## src/rtl/core/ppr_pkg.sv

```systemverilog
package ppr_pkg;

    localparam int DATA_W           = 16;
    localparam int DUTY_W           = 8;
    localparam int OUT_W            = 16;
    localparam int CFG_IDX_W        = 2;
    localparam int SAMPLE_BITS_DEF  = 10;
    localparam int OUTPUT_SHIFT_DEF = 7;

    typedef enum logic [CFG_IDX_W-1:0] {
        REG_SETPOINT = 2'd0,
        REG_GAIN_P   = 2'd1,
        REG_GAIN_I   = 2'd2,
        REG_GAIN_D   = 2'd3
    } cfg_reg_t;

    // Truncated products handed from the multiplier stage to the accumulate stage.
    typedef struct packed {
        logic [DATA_W-1:0] p;
        logic [DATA_W-1:0] i;
        logic [DATA_W-1:0] d;
        logic              changed;
    } terms_t;

endpackage

```

## src/rtl/core/ppr_term_mult.sv

```systemverilog
module ppr_term_mult
    import ppr_pkg::*;
(
    input  logic              clk,
    input  logic              en,
    input  logic [DATA_W-1:0] err,
    input  logic [DATA_W-1:0] delta,
    input  logic              changed,
    input  logic [DATA_W-1:0] gain_p,
    input  logic [DATA_W-1:0] gain_i,
    input  logic [DATA_W-1:0] gain_d,
    output terms_t            terms
);

    terms_t terms_reg;
    terms_t terms_next;

    // Only the low half of each product is ever used, so each multiplier is 16x16 low.
    always_comb
    begin
        terms_next.p       = DATA_W'(err * gain_p);
        terms_next.i       = DATA_W'(err * gain_i);
        terms_next.d       = DATA_W'(delta * gain_d);
        terms_next.changed = changed;
    end

    always_ff @(posedge clk)
    begin
        if (en)
        begin
            terms_reg <= terms_next;
        end
    end

    assign terms = terms_reg;

endmodule

```

## src/rtl/core/pid_pwm_regulator.sv

```systemverilog
// A sample accepted at the input passes the stage 1, product and output registers in turn.
// Throughput: one sample per cycle while m_tready is high; the three gain products sit in
// their own stage, and the integral and duty loops close inside the single accumulate stage.
// Reset (rst_n, asynchronous, active low) clears the gains, setpoint, offset,
// previous error, integral, held duty and overflow, and empties the pipeline.
module pid_pwm_regulator
    import ppr_pkg::*;
#(
    parameter int SAMPLE_BITS  = SAMPLE_BITS_DEF,
    parameter int OUTPUT_SHIFT = OUTPUT_SHIFT_DEF,
    localparam int IN_W        = ((SAMPLE_BITS + 7) / 8) * 8
)
(
    input  logic                 clk,
    input  logic                 rst_n,

    input  logic                 cfg_we,
    input  logic [CFG_IDX_W-1:0] cfg_index,
    input  logic [DATA_W-1:0]    cfg_wdata,

    input  logic                 s_tvalid,
    output logic                 s_tready,
    input  logic [IN_W-1:0]      s_tdata,   // adc_sample

    output logic                 m_tvalid,
    input  logic                 m_tready,
    output logic [OUT_W-1:0]     m_tdata    // pwm_duty[7:0], overflow, updated
);

    logic [DATA_W-1:0]      setpoint_reg;
    logic [DATA_W-1:0]      gain_p_reg;
    logic [DATA_W-1:0]      gain_i_reg;
    logic [DATA_W-1:0]      gain_d_reg;

    logic                   calibrated_reg;
    logic [SAMPLE_BITS-1:0] offset_reg;
    logic [DATA_W-1:0]      prev_error_reg;

    logic                   s1_valid_reg;
    logic [DATA_W-1:0]      s1_err_reg;
    logic [DATA_W-1:0]      s1_delta_reg;
    logic                   s1_changed_reg;

    logic                   s2_valid_reg;
    terms_t                 terms;

    logic                   out_valid_reg;
    logic                   out_upd_reg;
    logic [DATA_W-1:0]      integral_reg;
    logic [DUTY_W-1:0]      duty_hold_reg;
    logic                   ovf_hold_reg;

    logic                   s3_en;
    logic                   s2_take;
    logic                   s1_take;
    logic                   in_fire;
    logic                   s2_fire;

    logic [SAMPLE_BITS-1:0] sample;
    logic [SAMPLE_BITS-1:0] offset_sel;
    logic [DATA_W-1:0]      err_next;

    logic [DATA_W-1:0]      ti_raw;
    logic                   ti_keep;
    logic [DATA_W-1:0]      ti;
    logic [DATA_W-1:0]      sum;
    logic [DATA_W-1:0]      sum_clamped;
    logic [DATA_W-1:0]      integral_next;
    logic [DUTY_W-1:0]      duty_hold_next;
    logic                   ovf_hold_next;

    // Each stage moves forward when the one after it is empty or moving too.
    assign s3_en    = !out_valid_reg || m_tready;
    assign s2_take  = !s2_valid_reg || s3_en;
    assign s1_take  = !s1_valid_reg || s2_take;
    assign s_tready = s1_take;
    assign in_fire  = s_tvalid && s_tready;
    assign s2_fire  = s2_valid_reg && s3_en;

    always_ff @(posedge clk or negedge rst_n)
    begin
        if (!rst_n)
        begin
            setpoint_reg <= '0;
            gain_p_reg   <= '0;
            gain_i_reg   <= '0;
            gain_d_reg   <= '0;
        end
        else if (cfg_we)
        begin
            unique case (cfg_reg_t'(cfg_index))
                REG_SETPOINT: setpoint_reg <= cfg_wdata;
                REG_GAIN_P:   gain_p_reg   <= cfg_wdata;
                REG_GAIN_I:   gain_i_reg   <= cfg_wdata;
                REG_GAIN_D:   gain_d_reg   <= cfg_wdata;
            endcase
        end
    end

    // Stage 1: offset correction and error, taken straight from the input transaction.
    always_comb
    begin
        sample     = s_tdata[SAMPLE_BITS-1:0];
        offset_sel = calibrated_reg ? offset_reg : sample;
        err_next   = setpoint_reg - (DATA_W'(offset_sel) - DATA_W'(sample));
    end

    always_ff @(posedge clk or negedge rst_n)
    begin
        if (!rst_n)
        begin
            calibrated_reg <= 1'b0;
            offset_reg     <= '0;
            prev_error_reg <= '0;
            s1_valid_reg   <= 1'b0;
        end
        else
        begin
            if (s1_take)
            begin
                s1_valid_reg <= in_fire;
            end
            if (in_fire)
            begin
                calibrated_reg <= 1'b1;
                offset_reg     <= offset_sel;
                prev_error_reg <= err_next;
            end
        end
    end

    always_ff @(posedge clk)
    begin
        if (in_fire)
        begin
            s1_err_reg     <= err_next;
            s1_delta_reg   <= err_next - prev_error_reg;
            s1_changed_reg <= err_next != prev_error_reg;
        end
    end

    // Stage 2: the three gain products.
    ppr_term_mult u_term_mult (
        .clk     (clk),
        .en      (s2_take),
        .err     (s1_err_reg),
        .delta   (s1_delta_reg),
        .changed (s1_changed_reg),
        .gain_p  (gain_p_reg),
        .gain_i  (gain_i_reg),
        .gain_d  (gain_d_reg),
        .terms   (terms)
    );

    always_ff @(posedge clk or negedge rst_n)
    begin
        if (!rst_n)
        begin
            s2_valid_reg <= 1'b0;
        end
        else if (s2_take)
        begin
            s2_valid_reg <= s1_valid_reg;
        end
    end

    // Stage 3: integral update, sum, clamp and duty. The held values double as
    // the output payload, so an unchanged error simply repeats them.
    always_comb
    begin
        ti_raw      = terms.i + integral_reg;
        ti_keep     = (ti_raw != '0) && !ti_raw[DATA_W-1];
        ti          = ti_keep ? ti_raw : integral_reg;
        sum         = terms.p + ti + terms.d;
        sum_clamped = sum[DATA_W-1] ? '0 : sum;

        integral_next  = integral_reg;
        duty_hold_next = duty_hold_reg;
        ovf_hold_next  = ovf_hold_reg;
        if (s2_fire && terms.changed)
        begin
            integral_next  = ti;
            duty_hold_next = DUTY_W'(sum_clamped >> OUTPUT_SHIFT);
            ovf_hold_next  = sum[DATA_W-1];
        end
    end

    always_ff @(posedge clk or negedge rst_n)
    begin
        if (!rst_n)
        begin
            out_valid_reg <= 1'b0;
            out_upd_reg   <= 1'b0;
            integral_reg  <= '0;
            duty_hold_reg <= '0;
            ovf_hold_reg  <= 1'b0;
        end
        else
        begin
            if (s3_en)
            begin
                out_valid_reg <= s2_valid_reg;
                out_upd_reg   <= terms.changed;
            end
            integral_reg  <= integral_next;
            duty_hold_reg <= duty_hold_next;
            ovf_hold_reg  <= ovf_hold_next;
        end
    end

    assign m_tvalid = out_valid_reg;
    assign m_tdata  = {{(OUT_W - DUTY_W - 2){1'b0}}, out_upd_reg, ovf_hold_reg, duty_hold_reg};

`ifndef ASSERT_OFF
    a_integral_positive: assert property (@(posedge clk) disable iff (!rst_n)
        !integral_reg[DATA_W-1])
        else $error("integral went negative");

    a_overflow_zero_duty: assert property (@(posedge clk) disable iff (!rst_n)
        ovf_hold_reg |-> duty_hold_reg == '0)
        else $error("clamped sum left a nonzero duty");

    a_stall_only_when_full: assert property (@(posedge clk) disable iff (!rst_n)
        !s_tready |-> s1_valid_reg && s2_valid_reg && out_valid_reg && !m_tready)
        else $error("input stalled with room in the pipeline");

    a_calibrated_sticks: assert property (@(posedge clk) disable iff (!rst_n)
        calibrated_reg |=> calibrated_reg)
        else $error("offset calibration lost");

    a_hold_while_stalled: assert property (@(posedge clk) disable iff (!rst_n)
        out_valid_reg && !m_tready |=> $stable(duty_hold_reg) && $stable(integral_reg))
        else $error("held state changed while the result was waiting");
`endif

endmodule
```

## config.mk

```make
export PLATFORM = sky130hd
export DESIGN_NAME = pid_pwm_regulator
export DESIGN_NICKNAME = d
export VERILOG_FILES = /design/src/rtl/core/ppr_pkg.sv /design/src/rtl/core/ppr_term_mult.sv /design/src/rtl/core/pid_pwm_regulator.sv
export SDC_FILE = /design/constraint.sdc
export NUM_CORES = 1
export LEC_CHECK = 0
export BUFFER_PORTS_ARGS = -buffer_cell sky130_fd_sc_hd__buf_2
export CAP_MARGIN = 15
export CORE_ASPECT_RATIO = 1.5
export CORE_MARGIN = 2
export CORE_UTILIZATION = 45
export CTS_BUF_LIST = sky130_fd_sc_hd__clkbuf_8
export DETAILED_ROUTE_END_ITERATION = 6
export PLACE_DENSITY = 0.74
export SYNTH_ARGS = -nofsm -noshare
export SYNTH_HDL_FRONTEND = slang
export SYNTH_SLANG_ARGS = --single-unit
```

## constraint.sdc

```tcl
create_clock -name clk -period 6.95 [get_ports clk]
set_clock_uncertainty 0.1 [all_clocks]
set_input_delay 0 -clock clk [delete_from_list [all_inputs] [get_ports clk]]
set_output_delay 0 -clock clk [all_outputs]
set_load 0.005 [all_outputs]
```

Word level (Yosys, flattened, before mapping)
Index checks and enable logic that the tools add are counted.
W data, S select, Z words.
{"block": "word_totals", "ff_bits": 202, "out_inout_bits": 18}
{"block": "op_classes", "add_sub_neg": 6, "n_mul": 3, "eq_ne": 4, "mux": 3, "reduce_logical": 17}
{"op": "$add A16 B16 Y16", "n": 3}
{"op": "$mul A16 B16 Y16", "n": 3}
{"op": "$sub A16 B16 Y16", "n": 2}
{"op": "$mux W16", "n": 1}
{"op": "$ne A16 B16 Y1", "n": 1}
{"op": "$reduce_bool A16 Y1", "n": 1}
{"op": "$mux W15", "n": 1}
{"op": "$sub A10 B10 Y11", "n": 1}
{"op": "$mux W10", "n": 1}
{"op": "$reduce_and A2 Y1", "n": 4}
{"op": "$eq A2 B2 Y1 const B", "n": 2}
{"op": "$logic_and A1 B1 Y1", "n": 4}
{"op": "$logic_not A1 Y1", "n": 4}
{"op": "$logic_or A1 B1 Y1", "n": 3}
{"op": "$eq A2 B1 Y1 const B", "n": 1}
{"op": "$logic_not A2 Y1", "n": 1}

Depth between registers and ports, before layout
{"block": "logic_depth", "word_depth": 7, "mapped_depth": 26, "ltp_nobuf": 24}

Cells and area by module
A second synthesis with hierarchy kept.
{"block": "hier_totals", "hier_cells": 2379, "hier_area_um2": 23122.2}
{"module": "ppr_term_mult", "n_inst": 1, "cells_per_inst": 1454, "area_per_inst_um2": 13304.0, "seq_area_each_um2": 1471.4}
{"module": "pid_pwm_regulator", "n_inst": 1, "cells_per_inst": 925, "area_per_inst_um2": 9818.2, "seq_area_each_um2": 3993.8}

Least setup slack after synthesis
No wires, ideal clock.
{"block": "synth_timing", "kind": "reg2reg", "start": "register integral_reg[0]", "end": "register duty_hold_reg[0]", "t_arrival_ns": 6.392, "required_ns": 6.724, "path_slack_ns": 0.332, "path_stages_with_launch": 26, "path_buffers": 2, "period_less_slack_ns": 6.618, "cell_sequence": "dfrtp_1 > ha_1 > inv_1 > fa_1 > nor2b_1 > o31a_1 > a21oi_1 > or4_1 > or4_1 > or4_1 > o41a_4 > buf_2 > buf_2 > mux2i_1 > fa_1 > inv_1 > ha_1 > and4_1 > a221oi_1 > o211ai_1 > nand2_1 > o211ai_1 > nor4_1 > a311oi_1 > nor2_1 > a221o_1"}
{"block": "synth_via", "elab_chain_cells": 7, "elab_cells_between_ends": 8}
{"element": "from (decl)", "line_no": "pid_pwm_regulator.sv:49", "text": "logic [DATA_W-1:0] integral_reg;"}
{"element": "from (signal assigned)", "line_no": "pid_pwm_regulator.sv:205", "text": "integral_reg <= integral_next;"}
{"element": "$add A16 B16 Y16", "line_no": "pid_pwm_regulator.sv:171", "text": "ti_raw = terms.i + integral_reg;"}
{"element": "$reduce_bool A16 Y1 / $logic_not A1 Y1 (equally long branches)", "line_no": "pid_pwm_regulator.sv:172", "text": "ti_keep = (ti_raw != '0) && !ti_raw[DATA_W-1];"}
{"element": "$logic_and A1 B1 Y1", "line_no": "pid_pwm_regulator.sv:172"}
{"element": "$mux W16 (*)", "line_no": "pid_pwm_regulator.sv:173", "text": "ti = ti_keep ? ti_raw : integral_reg;"}
{"element": "$add A16 B16 Y16 (*) (2 in series)", "line_no": "pid_pwm_regulator.sv:174", "text": "sum = terms.p + ti + terms.d;"}
{"element": "$mux W15 (*)", "line_no": "pid_pwm_regulator.sv:175", "text": "sum_clamped = sum[DATA_W-1] ? '0 : sum;"}
{"element": "to (signal assigned)", "line_no": "pid_pwm_regulator.sv:206", "text": "duty_hold_reg <= duty_hold_next;"}
{"element": "to (decl)", "line_no": "pid_pwm_regulator.sv:50", "text": "logic [DUTY_W-1:0] duty_hold_reg;"}
Mark *: on every way between the ends. The rest lies on a longest branch, timed or not.
A chain may end at the register's enable or synchronous reset.

Final worst setup path
{"block": "layout_timing", "start": "register integral_reg[0]", "end": "register duty_hold_reg[0]"}
{"block": "layout_via", "elab_chain_cells": 7, "elab_cells_between_ends": 8}
{"element": "$add A16 B16 Y16 (*)", "line_no": "pid_pwm_regulator.sv:171"}
{"element": "$reduce_bool A16 Y1 / $logic_not A1 Y1 (equally long branches)", "line_no": "pid_pwm_regulator.sv:172"}
{"element": "$logic_and A1 B1 Y1", "line_no": "pid_pwm_regulator.sv:172"}
{"element": "$mux W16 (*)", "line_no": "pid_pwm_regulator.sv:173"}
{"element": "named net ti[3]", "line_no": "pid_pwm_regulator.sv:65", "text": "logic [DATA_W-1:0] ti;"}
{"element": "$add A16 B16 Y16 (*) (2 in series)", "line_no": "pid_pwm_regulator.sv:174"}
{"element": "$mux W15 (*)", "line_no": "pid_pwm_regulator.sv:175"}
Mark *: on every way through the listed nets, which the timed path passes. The rest lies on a longest branch.

==> summary.md <==
| Metric | Value |
|---|---|
| CP required | `7.35 ns` |
| Pins Over Slew Limit | `0` |
| Routed vias | `16,010` |
| Via-per-instance ratio | `5.186` |
| Ant diodes | `0` |
| Vias in the first global route | `17,240` |
| R2r endpoint | `duty_hold_reg[0]` |
| Synth Flop Type | `dfrtp_1` |
| Hold slack | `0.07616 ns` |
| Classification of the worst-slack hold path | `input port to register` |
| Post-synth top area share | `22.83%` |
| CTS Root Cell | `clkbuf_8` |
| Least-Margin Pin Slew | `1.114 ns` |
| CP Data Arrival Time | `6.98 ns` |
| Synthesized area | `0.02263 mm²` |
| GP Congestion | `0.8798` |
| Crit end category | `register` |
| Achievable Freq | `151.9 MHz` |
| GR Overflow Total | `0` |
| Hold Path Cell Cnt | `4` |
| Initial Util | `45.55%` |
| Largest register FFs | `49` |
| Ranking of synthesized cells by area | `fa_1, dfrtp_1, ha_1, edfxtp_1, inv_1` |
| Full die area | `0.05213 mm²` |
| Final worst path period share | `94.70%` |
| Final setup viols | `0` |
| # fillers | `4,511` |
| Initial antenna violation count | `0` |
| CTS Sinks | `202` |
| Mapped Cells | `2,341` |
| Multi-input logic area | `0.01507 mm²` |
| Setup crit start | `integral_reg[0]` |
| Hold_sp | `s_tdata[1]` |
| # DRC | `0` |
| Total GRT Usage | `20.17%` |
| 1st-iter DRT viols | `763` |
| Crit Path Class | `register to register` |
| Die X | `187.1 µm` |
| CP max FO | `9` |
| Min Tclk post-route | `6.582 ns` |
| Post-synth ARST share | `59.41%` |
| CTS tree | `yes` |
| WL/cell | `16.53 µm` |
| Post-Syn Area per Cell | `9.665 µm²` |
| Dpl hpwl | `40,070 µm` |
| # rows | `100` |
| Most frequent cell after synthesis | `inv_1` |
| RSZ-0062 raised after global routing | `no` |
| Final TNS setup | `0 ns` |
| Final hold violation count | `0` |
| Share of layout cells above drive strength 1 | `9.117%` |
| Total CTS buffers | `37` |
| Post-synth EDFFs | `82` |
| Met1 WL | `19,110 µm` |
| Max Cap Viol | `0` |
| Status | `complete, no violations` |
| Share of the yosys chip area belonging to registers | `24.15%` |
| CP startpoint kind | `register` |
| Count of cell types in the netlist | `68` |
| Nets | `2,909` |
| FF+latch count, synth | `202` |
| Total core area | `0.04967 mm²` |
| CTS clk-pin slew, worst paths | `0.07 ns` |
| Total Wirelength | `51,030 µm` |
| Reg2reg start | `integral_reg[0]` |
| I/O pin cnt | `57` |
| WL met2 | `27,350 µm` |
| Worst Hold Path EP | `offset_reg[1]` |
| H-tree Lvls | `2` |
| Worst reg-to-reg path cell count | `22` |
| DR top layer | `met4` |
| YS warnings | `0` |
| # port buffers | `44` |
| Final core utilization | `49.56%` |
| Reg2reg setup slack | `0.37 ns` |
| Largest net degree at the start of global routing | `79` |
| First-pass GRT wire length | `84,680 µm` |
| WL met3 | `2051 µm` |
| Worst slew margin | `25.46%` |
| Clk Latency, worst-skew pair | `0.55 ns` |
| Seq. cell area | `0.005465 mm²` |
| Post-DRT Antenna Nets | `0` |
| CTS max path bufs | `3` |
| Drt first pass iters | `5` |
| Die height | `278.6 µm` |
| Synth area leader | `fa_1` |
| Layout area overhead | `8.798%` |
| List of most frequent post-synthesis cells | `inv_1, nand2_1, fa_1` |
per-layer routing:
layer  vias to the layer above  GRT usage (%)
li1                       7473              -
met1                      7958          21.57
met2                       424          39.03
met3                       154          2.451
met4                         0          9.463
met5                         -              0
critical path, cell delays in order (launching register included):
cell and delay (ns):
dfrtp_1 0.36, ha_1 0.20, inv_1 0.06, fa_1 0.40, nor2b_1 0.16, o31a_1 0.24, a21oi_1 0.10, or4_1 0.40
or4_1 0.46, or4_1 0.42, o41a_4 0.41, mux2_2 0.30, fa_1 0.45, ha_1 0.30, and4_1 0.19, a221oi_1 0.43
o211ai_1 0.20, nand2_1 0.14, o211ai_1 0.14, buf_4 0.18, a311o_2 0.47, nor4_1 0.30, a221o_1 0.16
kinds of logic (layout without fill, tap and decap cells):
group / after synthesis / in the layout / share of synthesized area, %
adder cells (fa/ha/maj): 474 / 474 / 34.77
multiplexers: 107 / 107 / 5.369
XOR/XNOR: 168 / 168 / 6.503
flip-flops: 202 / 202 / 24.15
AND/OR/NAND/NOR: 634 / 634 / 13.59
other: 1 / 6 / 0.01657
buffers and inverters: 551 / 629 / 9.351
AO/OA/AOI/OAI: 204 / 204 / 6.243
area by class of cell:
cell class	instances	area share (%)
clock inverter	29	1.088
timing repair buffer	95	2.867
sequential	202	22.20
clock buffer	38	2.125
multi-input combinational	1593	61.23
inverter	467	7.121
tap	663	3.370
placed cells by master (no fill, tap or decap), types with 24 or more instances in the layout:
master           n
a21oi_1         41
o21ai_0         39
xnor2_1        135
and2_1         178
fa_1           258
nor2_1          62
inv_1          474
clkbuf_8        38
dfrtp_1        120
edfxtp_1        82
xor2_1          33
buf_2           43
ha_1           216
nor3_1          24
nand2_1        288
mux2_2          83
dlygate4sd3_1   32
stage by stage:
step                instances  area, µm²  worst slack [ns]
CTS                      3087      24620            0.3822
global route             3087      24620          0.002299
floorplan                2346      22650            0.3323
global placement         2987      23480            0.5063
detailed placement       2987      23480            0.3738
finish                   3087      24620            0.3681
how the worst max path moves through the flow:
stage | endpoint | slack, ns
after floorplan | duty_hold_reg[0] | 0.33
after global placement | ovf_hold_reg | 0.51
after detailed placement | ovf_hold_reg | 0.37
after CTS | ovf_hold_reg | 0.38
after global routing | duty_hold_reg[1] | 0.002
final | duty_hold_reg[0] | 0.37
repair_timing:
| action | 4_1_cts | 5_1_grt |
|---|---|---|
| setup buffers | 0 | 0 |
| hold endpoints to repair | 123 | 0 |
| hold buffers | 33 | 0 |
| endpoints found under the setup margin | 0 | 7 |
| gates resized for setup | 0 | 1 |
Power is left out: the tool's default activity adds up to more than one toggle a clock period on the data nets, which glitch-free logic cannot reach.
